### config.mk
export PLATFORM = sky130hd
export DESIGN_NAME = lcd_scanline_mode_timing
export DESIGN_NICKNAME = d
export VERILOG_FILES = /design/src/design/lsmt_pkg.sv /design/src/design/lsmt_cfg.sv /design/src/design/lsmt_step.sv /design/src/design/lcd_scanline_mode_timing.sv
export SDC_FILE = /design/constraint.sdc
export NUM_CORES = 1
export LEC_CHECK = 0
export ABC_AREA = 0
export BUFFER_PORTS_ARGS = -buffer_cell sky130_fd_sc_hd__buf_4
export CORE_UTILIZATION = 54
export CTS_CLUSTER_DIAMETER = 40
export DETAILED_ROUTE_END_ITERATION = 10
export GPL_TIMING_DRIVEN = 0
export PLACE_DENSITY = 0.78
export RECOVER_POWER = 100
export SLEW_MARGIN = 25
export SYNTH_ARGS = -nofsm -noshare
export SYNTH_HDL_FRONTEND = slang
export SYNTH_HIERARCHICAL = 1
export SYNTH_SLANG_ARGS = --single-unit
export TNS_END_PERCENT = 30
### constraint.sdc
create_clock -name clk -period 3.7 [get_ports clk]
set_input_delay 0.555 -clock clk [delete_from_list [all_inputs] [get_ports clk]]
set_output_delay 0.555 -clock clk [all_outputs]
set_load 0.02 [all_outputs]
### src/design/lsmt_pkg.sv
`default_nettype none

package lsmt_pkg;

  // Display modes in the standard status encoding
  typedef enum logic [1:0] {
    MODE_HBLANK   = 2'd0,
    MODE_VBLANK   = 2'd1,
    MODE_OAM      = 2'd2,
    MODE_TRANSFER = 2'd3
  } mode_t;

  // Configuration register indexes
  localparam int CFG_INDEX_W = 2;
  localparam logic [CFG_INDEX_W-1:0] REG_HBLANK_INT_EN = 2'd0;
  localparam logic [CFG_INDEX_W-1:0] REG_LYC_INT_EN    = 2'd1;
  localparam logic [CFG_INDEX_W-1:0] REG_LINE_COMPARE  = 2'd2;

  localparam int DOT_W    = 10;
  localparam int LINE_W   = 8;
  localparam int CYCLES_W = 6;

  localparam logic [DOT_W-1:0] DOTS_OAM      = 10'd80;
  localparam logic [DOT_W-1:0] DOTS_TRANSFER = 10'd172;
  localparam logic [DOT_W-1:0] DOTS_HBLANK   = 10'd204;
  localparam logic [DOT_W-1:0] DOTS_LINE     = 10'd456;

  localparam logic [LINE_W-1:0] FIRST_VBLANK_LINE = 8'd144;
  localparam logic [LINE_W-1:0] LAST_LINE         = 8'd153;

  typedef struct packed {
    logic              hblank_int_enable;
    logic              lyc_int_enable;
    logic [LINE_W-1:0] line_compare;
  } lsmt_cfg_t;

  typedef struct packed {
    logic [DOT_W-1:0]  dot_count;
    logic [LINE_W-1:0] line_number;
    mode_t             current_mode;
    logic              match_flag;
  } lsmt_state_t;

  typedef struct packed {
    logic vblank_irq;
    logic stat_irq;
    logic render_line;
    logic frame_done;
  } lsmt_pulse_t;

endpackage

`default_nettype wire

### src/design/lsmt_cfg.sv
`default_nettype none

module lsmt_cfg
  import lsmt_pkg::*;
(
  input  wire logic                   clk,
  input  wire logic                   rst,
  input  wire logic                   cfg_valid,
  output logic                        cfg_ready,
  input  wire logic [CFG_INDEX_W-1:0] cfg_index,
  input  wire logic [LINE_W-1:0]      cfg_data,
  output lsmt_cfg_t                   cfg
);

  lsmt_cfg_t regs;

  assign cfg_ready = 1'b1;
  assign cfg       = regs;

  always_ff @(posedge clk) begin
    if (rst) begin
      regs <= '0;
    end else if (cfg_valid && cfg_ready) begin
      case (cfg_index)
        REG_HBLANK_INT_EN: regs.hblank_int_enable <= cfg_data[0];
        REG_LYC_INT_EN:    regs.lyc_int_enable    <= cfg_data[0];
        REG_LINE_COMPARE:  regs.line_compare      <= cfg_data;
        default: begin
          // drop writes to unmapped indexes
        end
      endcase
    end
  end

endmodule

`default_nettype wire

### src/design/lsmt_step.sv
`default_nettype none

module lsmt_step
  import lsmt_pkg::*;
(
  input  wire lsmt_state_t          state,
  input  wire lsmt_cfg_t            cfg,
  input  wire logic [CYCLES_W-1:0]  cpu_cycles,
  output lsmt_state_t               state_next,
  output lsmt_pulse_t               pulse
);

  logic [DOT_W-1:0]  dot_sum;
  logic [LINE_W-1:0] line_inc;
  logic              hit;

  assign dot_sum  = state.dot_count + {{(DOT_W-CYCLES_W){1'b0}}, cpu_cycles};
  assign line_inc = state.line_number + 8'd1;
  assign hit      = (state.line_number == cfg.line_compare);

  always_comb begin
    state_next           = state;
    state_next.dot_count = dot_sum;
    pulse                = '0;
    case (state.current_mode)
      MODE_HBLANK: begin
        if (dot_sum >= DOTS_HBLANK) begin
          state_next.line_number = line_inc;
          state_next.dot_count   = dot_sum - DOTS_HBLANK;
          if (line_inc == FIRST_VBLANK_LINE) begin
            state_next.current_mode = MODE_VBLANK;
            pulse.vblank_irq        = 1'b1;
            pulse.frame_done        = 1'b1;
          end else begin
            state_next.current_mode = MODE_OAM;
          end
        end
      end
      MODE_VBLANK: begin
        if (dot_sum >= DOTS_LINE) begin
          state_next.dot_count = dot_sum - DOTS_LINE;
          if (line_inc > LAST_LINE) begin
            state_next.line_number  = '0;
            state_next.current_mode = MODE_OAM;
          end else begin
            state_next.line_number = line_inc;
          end
        end
      end
      MODE_OAM: begin
        if (dot_sum >= DOTS_OAM) begin
          state_next.dot_count    = dot_sum - DOTS_OAM;
          state_next.current_mode = MODE_TRANSFER;
        end
      end
      MODE_TRANSFER: begin
        if (dot_sum >= DOTS_TRANSFER) begin
          state_next.dot_count    = dot_sum - DOTS_TRANSFER;
          state_next.current_mode = MODE_HBLANK;
          state_next.match_flag   = hit;
          pulse.render_line       = 1'b1;
          pulse.stat_irq          = cfg.hblank_int_enable || (cfg.lyc_int_enable && hit);
        end
      end
      default: begin
        state_next = state;
      end
    endcase
  end

endmodule

`default_nettype wire

### src/design/lcd_scanline_mode_timing.sv
`default_nettype none

// Channel   | Handshake                     | Payload
// ----------+-------------------------------+------------------------------------------
// input     | in_valid / in_stall (we)      | cpu_cycles
// result    | out_valid / out_stall (sink)  | mode, scanline, coincidence, vblank_irq,
//           |                               | stat_irq, render_line, frame_done
// config    | cfg_valid / cfg_ready         | cfg_index, cfg_data
//
// One item per clock sustained while out_stall stays low; each item passes through
// the input register and then the result register.
// The input register feeds one add, one threshold compare and one subtract; the
// sequencer state and the result register update together at the same edge.
// Reset (rst, synchronous) returns line 0, hblank mode, dot count 0, flags clear.
// A stall on the result side holds the output register; the input register
// still drains into it as soon as it empties, so in_stall rises only when both
// stages are full.

module lcd_scanline_mode_timing
  import lsmt_pkg::*;
(
  input  wire logic                   clk,
  input  wire logic                   rst,
  // input channel
  input  wire logic                   in_valid,
  output logic                        in_stall,
  input  wire logic [CYCLES_W-1:0]    cpu_cycles,
  // result channel
  output logic                        out_valid,
  input  wire logic                   out_stall,
  output logic [1:0]                  mode,
  output logic [LINE_W-1:0]           scanline,
  output logic                        coincidence,
  output logic                        vblank_irq,
  output logic                        stat_irq,
  output logic                        render_line,
  output logic                        frame_done,
  // configuration channel
  input  wire logic                   cfg_valid,
  output logic                        cfg_ready,
  input  wire logic [CFG_INDEX_W-1:0] cfg_index,
  input  wire logic [LINE_W-1:0]      cfg_data
);

  lsmt_cfg_t   cfg;
  lsmt_state_t state;
  lsmt_state_t state_next;
  lsmt_pulse_t pulse;
  lsmt_pulse_t out_pulse;

  // input register
  logic                in_full;
  logic [CYCLES_W-1:0] in_cycles;

  // result register
  mode_t             out_mode;
  logic [LINE_W-1:0] out_line;
  logic              out_match;

  logic advance;
  logic in_take;

  // Advance the held item into the result register whenever that register
  // is empty or its current result is being transferred this cycle.
  assign advance  = in_full && (!out_valid || !out_stall);
  assign in_stall = in_full && !advance;
  assign in_take  = in_valid && !in_stall;

  lsmt_cfg u_cfg (
    .clk       (clk),
    .rst       (rst),
    .cfg_valid (cfg_valid),
    .cfg_ready (cfg_ready),
    .cfg_index (cfg_index),
    .cfg_data  (cfg_data),
    .cfg       (cfg)
  );

  lsmt_step u_step (
    .state      (state),
    .cfg        (cfg),
    .cpu_cycles (in_cycles),
    .state_next (state_next),
    .pulse      (pulse)
  );

  // input stage
  always_ff @(posedge clk) begin
    if (rst) begin
      in_full <= 1'b0;
    end else if (in_take) begin
      in_full <= 1'b1;
    end else if (advance) begin
      in_full <= 1'b0;
    end
  end

  always_ff @(posedge clk) begin
    if (in_take) begin
      in_cycles <= cpu_cycles;
    end
  end

  // sequencer state: commit only when the item moves to the result register
  always_ff @(posedge clk) begin
    if (rst) begin
      state.dot_count    <= '0;
      state.line_number  <= '0;
      state.current_mode <= MODE_HBLANK;
      state.match_flag   <= 1'b0;
    end else if (advance) begin
      state <= state_next;
    end
  end

  // result stage
  always_ff @(posedge clk) begin
    if (rst) begin
      out_valid <= 1'b0;
    end else if (advance) begin
      out_valid <= 1'b1;
    end else if (!out_stall) begin
      out_valid <= 1'b0;
    end
  end

  always_ff @(posedge clk) begin
    if (advance) begin
      out_mode  <= state_next.current_mode;
      out_line  <= state_next.line_number;
      out_match <= state_next.match_flag;
      out_pulse <= pulse;
    end
  end

  assign mode        = out_mode;
  assign scanline    = out_line;
  assign coincidence = out_match;
  assign vblank_irq  = out_pulse.vblank_irq;
  assign stat_irq    = out_pulse.stat_irq;
  assign render_line = out_pulse.render_line;
  assign frame_done  = out_pulse.frame_done;

endmodule

`default_nettype wire

-- Word-level counts from Yosys, hierarchy flattened
Index checks and enable logic that the tools add are counted.
- bits of input ports: 21
- output and inout bits: 18
- bits in registers: 53
- equal/unequal tests: 8
- reduce and logical (&&, ||, !) cells: 18
- multiplexer cells: 19
- add/sub/neg operators: 6
- magnitude comparators: 5
- operators with widths (cell ; count):
    20-bit 2-to-1 mux ; 2
    10-bit case mux with 4 select lines ; 1
    10-bit by 8-bit greater-or-equal comparator with 1-bit output (second input constant) ; 2
    10-bit 2-to-1 mux ; 2
    10-bit by 8-bit subtractor with 10-bit output (second input constant) ; 2
    8-bit case mux with 2 select lines ; 1
    10-bit by 6-bit adder with 10-bit output ; 1
    10-bit by 7-bit greater-or-equal comparator with 1-bit output (second input constant) ; 1
    10-bit by 9-bit greater-or-equal comparator with 1-bit output (second input constant) ; 1
    2-bit AND reduction ; 5
    10-bit by 7-bit subtractor with 10-bit output (second input constant) ; 1
    10-bit by 9-bit subtractor with 10-bit output (second input constant) ; 1
    8-bit by 1-bit adder with 8-bit output (second input constant) ; 1
    8-bit == test ; 1
    8-bit == test (second input constant) ; 1
    8-bit > comparator (second input constant) ; 1
    8-bit 2-to-1 mux ; 1
    2-bit case mux with 4 select lines ; 1
    1-bit 2-to-1 mux ; 7
    2-bit == test (second input constant) ; 3
    2-bit 2-to-1 mux ; 3
    2-bit by 1-bit == test with 1-bit output (second input constant) ; 2
    1-bit logical AND ; 4
    1-bit logical NOT ; 4
    other kinds (5) ; 7

-- Depth between registers and ports, before layout
Gate-level depths: netlist of run 1.
- depth after elaboration: 8
- gate-level depth with buffers: 18
- gate-level depth less buffers: 17

-- Cells and area by module
The synthesis of run 1 kept the hierarchy.
- by module, submodules not included (module ; cells an instance ; times used ; area each (um^2) ; sequential area each (um^2)):
    lsmt_step ; 283 ; 1 ; 1965.6 ; 0.0
    lcd_scanline_mode_timing ; 121 ; 1 ; 1667.8 ; 1091.0
    lsmt_cfg ; 45 ; 1 ; 464.2 ; 200.2

-- Least setup slack after synthesis of run 1
No wires, ideal clock.
- kind: register to register
- start: reg in_cycles[1]
- end: reg state[16] (netlist name)
- arrival: 3.596 ns
- path slack: -0.014 ns
- buffers on the path: 1
- stages on the path, launching flop included: 17
- period minus slack after synthesis: 3.714 ns
- cells stage by stage: edfxtp_1 > ha_1 > a211oi_1 > o21a_1 > xnor2_2 > inv_2 > ha_1 > and4b_1 > or3_1 > a41oi_1 > o31a_1 > buf_2 > nor4_1 > o21a_1 > a2111o_1 > nand2b_1 > mux2i_1
- RTL lines (element ; line ; source):
    from (decl) ; lcd_scanline_mode_timing.sv:53 ; logic [CYCLES_W-1:0] in_cycles;
    from (signal assigned) ; lcd_scanline_mode_timing.sv:100 ; in_cycles <= cpu_cycles;

==> flow_summary.ini, run 1 <==
[setup_path]
cp.buffers_inverters = 2
slowest_stage = edfxtp_1
worstPathMaxFanout = 7
crit_path_end_kind = flop
cp_top_family = simple AND/OR/NAND/NOR gates
cp_common_cell = ha_4
critPathLaunchType = flop
worstPathRequired_ps = 3900
crit_chain = ha_4 -> fa_2 -> nand3_2 -> a21oi_1 -> nor2_2 -> inv_4 -> ha_4 -> and4b_1 -> or3_4 -> a41oi_2 -> o31a_1 -> buf_6 -> o21ai_2 -> nor3b_2 -> o32a_1 -> nand2b_1 -> mux2i_1
cp-startpoint = in_cycles[0]
critPathKind = flop to flop
r2r-start = in_cycles[0]
critical-path-max-stage-delay_ps = 430
arrival_ps = 3880

[synth]
synth_cell_types = 73
ys_top_cells_by_area = dfxtp_1, edfxtp_1, nand2b_1, mux2i_1, ha_1
synth-main-ff-cell = dfxtp_1
syn-instance-count = 449
syn_avg_cell_area_um2 = 9.13
ys.warnings.count = 6
async_reset_ff_share_pct = 0
ys_seq_area_share_pct = 31.5
netlist.area_leader.share_pct = 16.1
synthesis.nets = 489
synth-edff-count = 21
synth_common_cells = nand2b_1, mux2i_1, dfxtp_1, a21oi_1
synth_area_um2 = 4100
synth.most_common_cell = nand2b_1
synth_top_area_cell = dfxtp_1
synth-seq-cells = 54

[floorplan]
ios = 39
initial_utilization_pct = 56.2
die-area_um2 = 7940
fp.dieH_um = 89.1
core_area_um2 = 7290
die_w_um = 89.1
rows = 31

[clock_tree]
clkLatencyLatePin_ps = 310
clock-sinks = 54
clkTransAtPathRegs_ps = 110
htreeDepth = 2
cts_max_path_buffers = 2
cts_tree = done
numCtsBuffers = 5
cts-root-buf = clkbuf_8

[route]
drc = 0
drt-total-wl_um = 11200
wl_per_cell_um = 17.7
drtAntennaViolNets = 0
dr_total_vias = 3784
drt-initial-drc-count = 355
firstDrtPassIters = 5
viasPerCell = 5.99

[timing]
fin_crit_sh_pct = 99.3
max_slew.worst_pin.slew_ps = 962
finalSetupTns_ps = 0
clock.fmax_ghz = 0.272
setup_viol = 0
clock_skew_ps = 11.1
slew_headroom_pct = 35.3
fin_crit_ps = 3670
postLayoutSetupSlackWorst_ps = 26.7
rsz0062_at_grt = true
slew_viol_final = 0
hold_viol_final = 0

[power_and_ir_drop]
clock_power_share_pct = 27.5
p_int_uw = 1050
switching_power_uw = 465
switching_share_pct = 30.7
pwr-share-seq_pct = 43.0
p_per_area_nw_per_um2 = 300
power_leakage_uw = 0.00189
ir_worst_vdd_mv = 0.214
combPwrFrac_pct = 29.5

[global_routing]
grt_pass1_wl_um = 16800
busiest_layer = met2
grt_use_total_pct = 27.9
globalRouteMet2Util_pct = 50.6
grt_pass1_vias = 3483
grt-ovfl-total = 0
met3_usage_pct = 3.60
groute.layer.met1.usage_pct = 33.4
antenna_found_initial = 0
grt_max_degree = 25

[hold_path]
hold_start = cpu_cycles[2]
holdCritPathClass = input pin to flop

[cells_and_area]
syn2layout_area_growth_pct = 23.0
utilization_pct = 69.1
drive_gt1_share_pct = 22.9
antenna_cells = 0
nets = 572
n_fill_cell = 588

[placement]
hpwl_um = 7700
place.gp.congestion = 0.941
place_ws_ps = -568
numPortBuffers = 37

[run]
max_cap_viol_count = 0

[status]
run_status = finished clean
-- power groups by stage --
stage	Clock, µW	Combinational (µW)	Sequential, µW
2_1_floorplan	0	236	670
3_3_place_gp	0	335	663
3_5_place_dp	0	341	664
4_1_cts	422	398	651
5_1_grt	442	480	654
6_report	417	446	651
-- cells in the final DEF (no fill, tap or decap), types with 21 or more instances in the layout --
| cell | n |
|---|---|
| nor2_1 | 25 |
| mux2i_1 | 34 |
| a21oi_1 | 23 |
| dfxtp_1 | 33 |
| nand2_1 | 25 |
| nand2b_1 | 60 |
| o21ai_0 | 21 |
| clkbuf_1 | 31 |
| buf_4 | 53 |
| edfxtp_1 | 21 |
-- state kept, by name, summed over array words and instances, names as in the netlist --
name         flops
stat_irq         1
in_full          1
u_cfg/cfg       10
frame_done       1
out_valid        1
scanline         8
coincidence      1
render_line      1
vblank_irq       1
in_cycles        6
mode             2
state           21
-- through the flow --
step / cells / cell area, µm² / power [µW] / hold WS (ps)
2_1_floorplan: 449 / 4110 / 907 / 445
3_3_place_gp: 585 / 4510 / 998 / 457
3_5_place_dp: 585 / 4510 / 1000 / 471
4_1_cts: 613 / 4880 / 1470 / 407
5_1_grt: 632 / 5040 / 1580 / 424
6_report: 632 / 5040 / 1510 / 430
-- routing by layer --
layer  vias to the layer above  share of wire [%]
li1                       1785                  -
met5                         -                  0
met3                        42                6.3
met4                         0                3.6
met1                      1768                 41
met2                       189                 50
-- path summary, 6_finish.rpt --
path	slack (ps)	endpoint	cells past startpoint
max	30	state[18]	17
min	430	in_cycles[2]	1
max reg2reg	30	state[18]	17
min reg2reg	480	state[0]	2
-- area by class of cell --
cell class | count | area [µm²] | area share [%]
Inverter | 21 | 83.8 | 1.66
Timing Repair Buffer | 77 | 520 | 10.3
Tap cell | 99 | 124 | 2.46
Buffer | 25 | 178 | 3.52
Multi-Input combinational cell | 348 | 2730 | 54.1
Clock buffer | 5 | 68.8 | 1.37
Sequential cell | 54 | 1290 | 25.6
Clock inverter | 3 | 48.8 | 0.968
-- cells by family (layout without fill, tap and decap cells) --
kind of cell	after synthesis	count (layout)	synth area share, %
AND/OR/NAND/NOR	156	156	21.0
AO/OA/AOI/OAI	114	114	20.9
flip-flops	54	54	31.5
buffers and inverters	47	131	6.20
multiplexers	34	34	8.31
XOR/XNOR	24	24	5.95
adder cells (fa/ha/maj)	19	19	5.98
other	1	1	0.0915
-- repair_timing --
action	in CTS	in global routing
hold buffers	0	0
pin swaps	13	18
setup buffers	20	19
endpoints found under the setup margin	26	25
resized for setup	23	18
cloned	0	1
Power figures use the tool's default switching activity.
==> run 2: changes to the inputs <==
- ABC_AREA: 0 -> 1
- BUFFER_PORTS_ARGS: -buffer_cell sky130_fd_sc_hd__buf_4 -> not set
- CORE_UTILIZATION: 54 -> 59
- DONT_BUFFER_PORTS: not set -> 1
- PLACE_DENSITY: 0.78 -> 0.79
==> flow_summary.ini, run 2 <==
[clock_tree]
clock-sinks = 54
cts_max_path_buffers = 2
cts_tree = done
clkLatencyLatePin_ps = 320
numCtsBuffers = 5
htreeDepth = 2
cts-root-buf = clkbuf_8
clkTransAtPathRegs_ps = 100

[setup_path]
worstPathRequired_ps = 3910
cp_common_cell = nand3_1
worstPathMaxFanout = 6
crit_chain = ha_1 -> fa_1 -> nand3_1 -> nand3_1 -> nand2_2 -> clkinvlp_4 -> ha_1 -> a21oi_1 -> nand2_1 -> nand2_2 -> nand2_4 -> nand2_2 -> nand2_1 -> a21oi_1 -> nand3_1 -> inv_1 -> nand3_1 -> nand2_1 -> nor2_1
cp.buffers_inverters = 2
critPathKind = flop to flop
cp_top_family = simple AND/OR/NAND/NOR gates
slowest_stage = fa_1
critical-path-max-stage-delay_ps = 440
arrival_ps = 3600
critPathLaunchType = flop
crit_path_end_kind = flop

[timing]
setup_viol = 0
hold_viol_final = 0
slew_viol_final = 0
fin_crit_sh_pct = 91.7
finalSetupTns_ps = 0
clock_skew_ps = 18.5
slew_headroom_pct = 1.85
max_slew.worst_pin.slew_ps = 1470
fin_crit_ps = 3390
holdWs_ps = 298
rsz0062_at_grt = false
clock.fmax_ghz = 0.295

[route]
wl_met2_um = 5180
wl_met1_um = 5390
drc = 0
drt-total-wl_um = 11500
drtAntennaViolNets = 0
drt-initial-drc-count = 307
dr_wl_met3_um = 711
firstDrtPassIters = 6
dr_total_vias = 4413
viasPerCell = 5.49
top_layer = met4
wl_per_cell_um = 14.3

[power_and_ir_drop]
power_leakage_uw = 0.00238
p_total_uw = 1730
ir_worst_vdd_mv = 0.224
p_per_area_nw_per_um2 = 372

[synth]
synth-edff-count = 21
netlist.area_leader.share_pct = 16.9
syn_avg_cell_area_um2 = 6.41
synth_area_um2 = 4450
async_reset_ff_share_pct = 0
synth_top_area_cell = nand2_1
syn-instance-count = 694
ys.warnings.count = 6
synth.most_common_cell = nand2_1
synth-seq-cells = 54
synth_cell_types = 35
synth-main-ff-cell = dfxtp_1
ys_seq_area_share_pct = 29.0
synthesis.nets = 734
synth_common_cells = nand2_1, inv_1, nand3_1, nor2_1, dfxtp_1
ys_top_cells_by_area = nand2_1, dfxtp_1, edfxtp_1, nand3_1, inv_1

[hold_path]
holdCritPathClass = input pin to flop

[cells_and_area]
nets = 744
syn2layout_area_growth_pct = 4.61
layout.cells.non_filler = 804
regMostFlops = state
final_cell_mix = nand2_1, inv_1, nand3_1
utilization_pct = 63.9
layout_commonest_cell = nand2_1
drive_gt1_share_pct = 9.50
antenna_cells = 0
largest_reg_flops = 21

[floorplan]
core_area_um2 = 7290
fp.dieH_um = 88.9
rows = 31
die_w_um = 88.9
initial_utilization_pct = 61.1
die-area_um2 = 7900
ios = 39

[status]
run_status = finished clean

[placement]
place.gp.congestion = 0.900
hpwl_um = 8780
numPortBuffers = 0
dp.cells = 793

[global_routing]
grt_max_degree = 20
grt_use_total_pct = 30.3
grt_pass1_wl_um = 18300
antenna_found_initial = 0
grt_pass1_vias = 3753
grt-ovfl-total = 0

[run]
max_cap_viol_count = 0
run 2: cell types whose count changed after synthesis, sizes merged, moves of 10 or more:
| cell | delta |
|---|---|
| xnor2 | -16 |
| nand2b | -60 |
| nor3 | -11 |
| nand3 | +94 |
| o21ai | -15 |
| nor2 | +51 |
| nand2 | +196 |
| clkbuf | -10 |
| nand4 | +24 |
| inv | +81 |
| mux2i | -34 |
run 2: worst register-to-register path, delay by kind of cell, from the launching register on:
| family | cells | cell delay [ps] |
|---|---|---|
| AOI/OAI and AO/OA | 2 | 370 |
| adders and majority gates | 3 | 900 |
| buffers and inverters | 2 | 270 |
| DFF | 1 | 400 |
| and+or+nand+nor | 12 | 1360 |
run 2: logic make-up after synthesis:
family	count (synthesis)	share of synthesized area (%)
and+or+nand+nor	434	44.8
xor gates and xnor gates	13	2.56
DFF	54	29.0
AOI/OAI and AO/OA	45	5.34
other	1	0.0842
buffers and inverters	128	12.7
adders and majority gates	19	5.51
run 2: report_power, final:
group / switching, µW / internal [µW]
Clock: 212 / 141
Sequential: 45.4 / 663
Combinational: 454 / 219
Total: 711 / 1020
run 2: repair_timing:
item	in CTS	in global routing
setup buffers	0	2
gates resized for setup	0	2
endpoints found under the setup margin	0	21
hold buffers	0	0
run 2: final cells by class:
type	instances	area, µm²
Clock buffer	5	68.8
Fill cell	726	2640
Multi-Input combinational cell	512	2580
Clock inverter	3	28.8
Inverter	103	393
Timing Repair Buffer	2	15.0
Sequential cell	54	1290
Tap cell	99	124
Timing Repair inverter	1	5.00
Buffer	25	153
run 2: through the flow:
step           worst slack [ps]  instance area [µm²]
2_1_floorplan               824                 4450
3_3_place_gp                308                 4580
3_5_place_dp                237                 4580
4_1_cts                     227                 4680
5_1_grt                    3.29                 4660
6_report                    307                 4660
run 2: worst paths after layout:
kind | startpoint | endpoint | slack [ps] | depth (start not counted)
min | rst | out_valid | 300 | 1
min reg2reg | state[7] | state[7] | 490 | 2
max | in_cycles[0] | state[14] | 310 | 19
max reg2reg | in_cycles[0] | state[14] | 310 | 19
run 2: layer usage:
layer / GRT usage [%] / vias to the layer above
met1: 42.4 / 1987
met5: 0 / -
li1: - / 2235
met3: 4.57 / 18
met2: 48.7 / 173
met4: 8.06 / 0
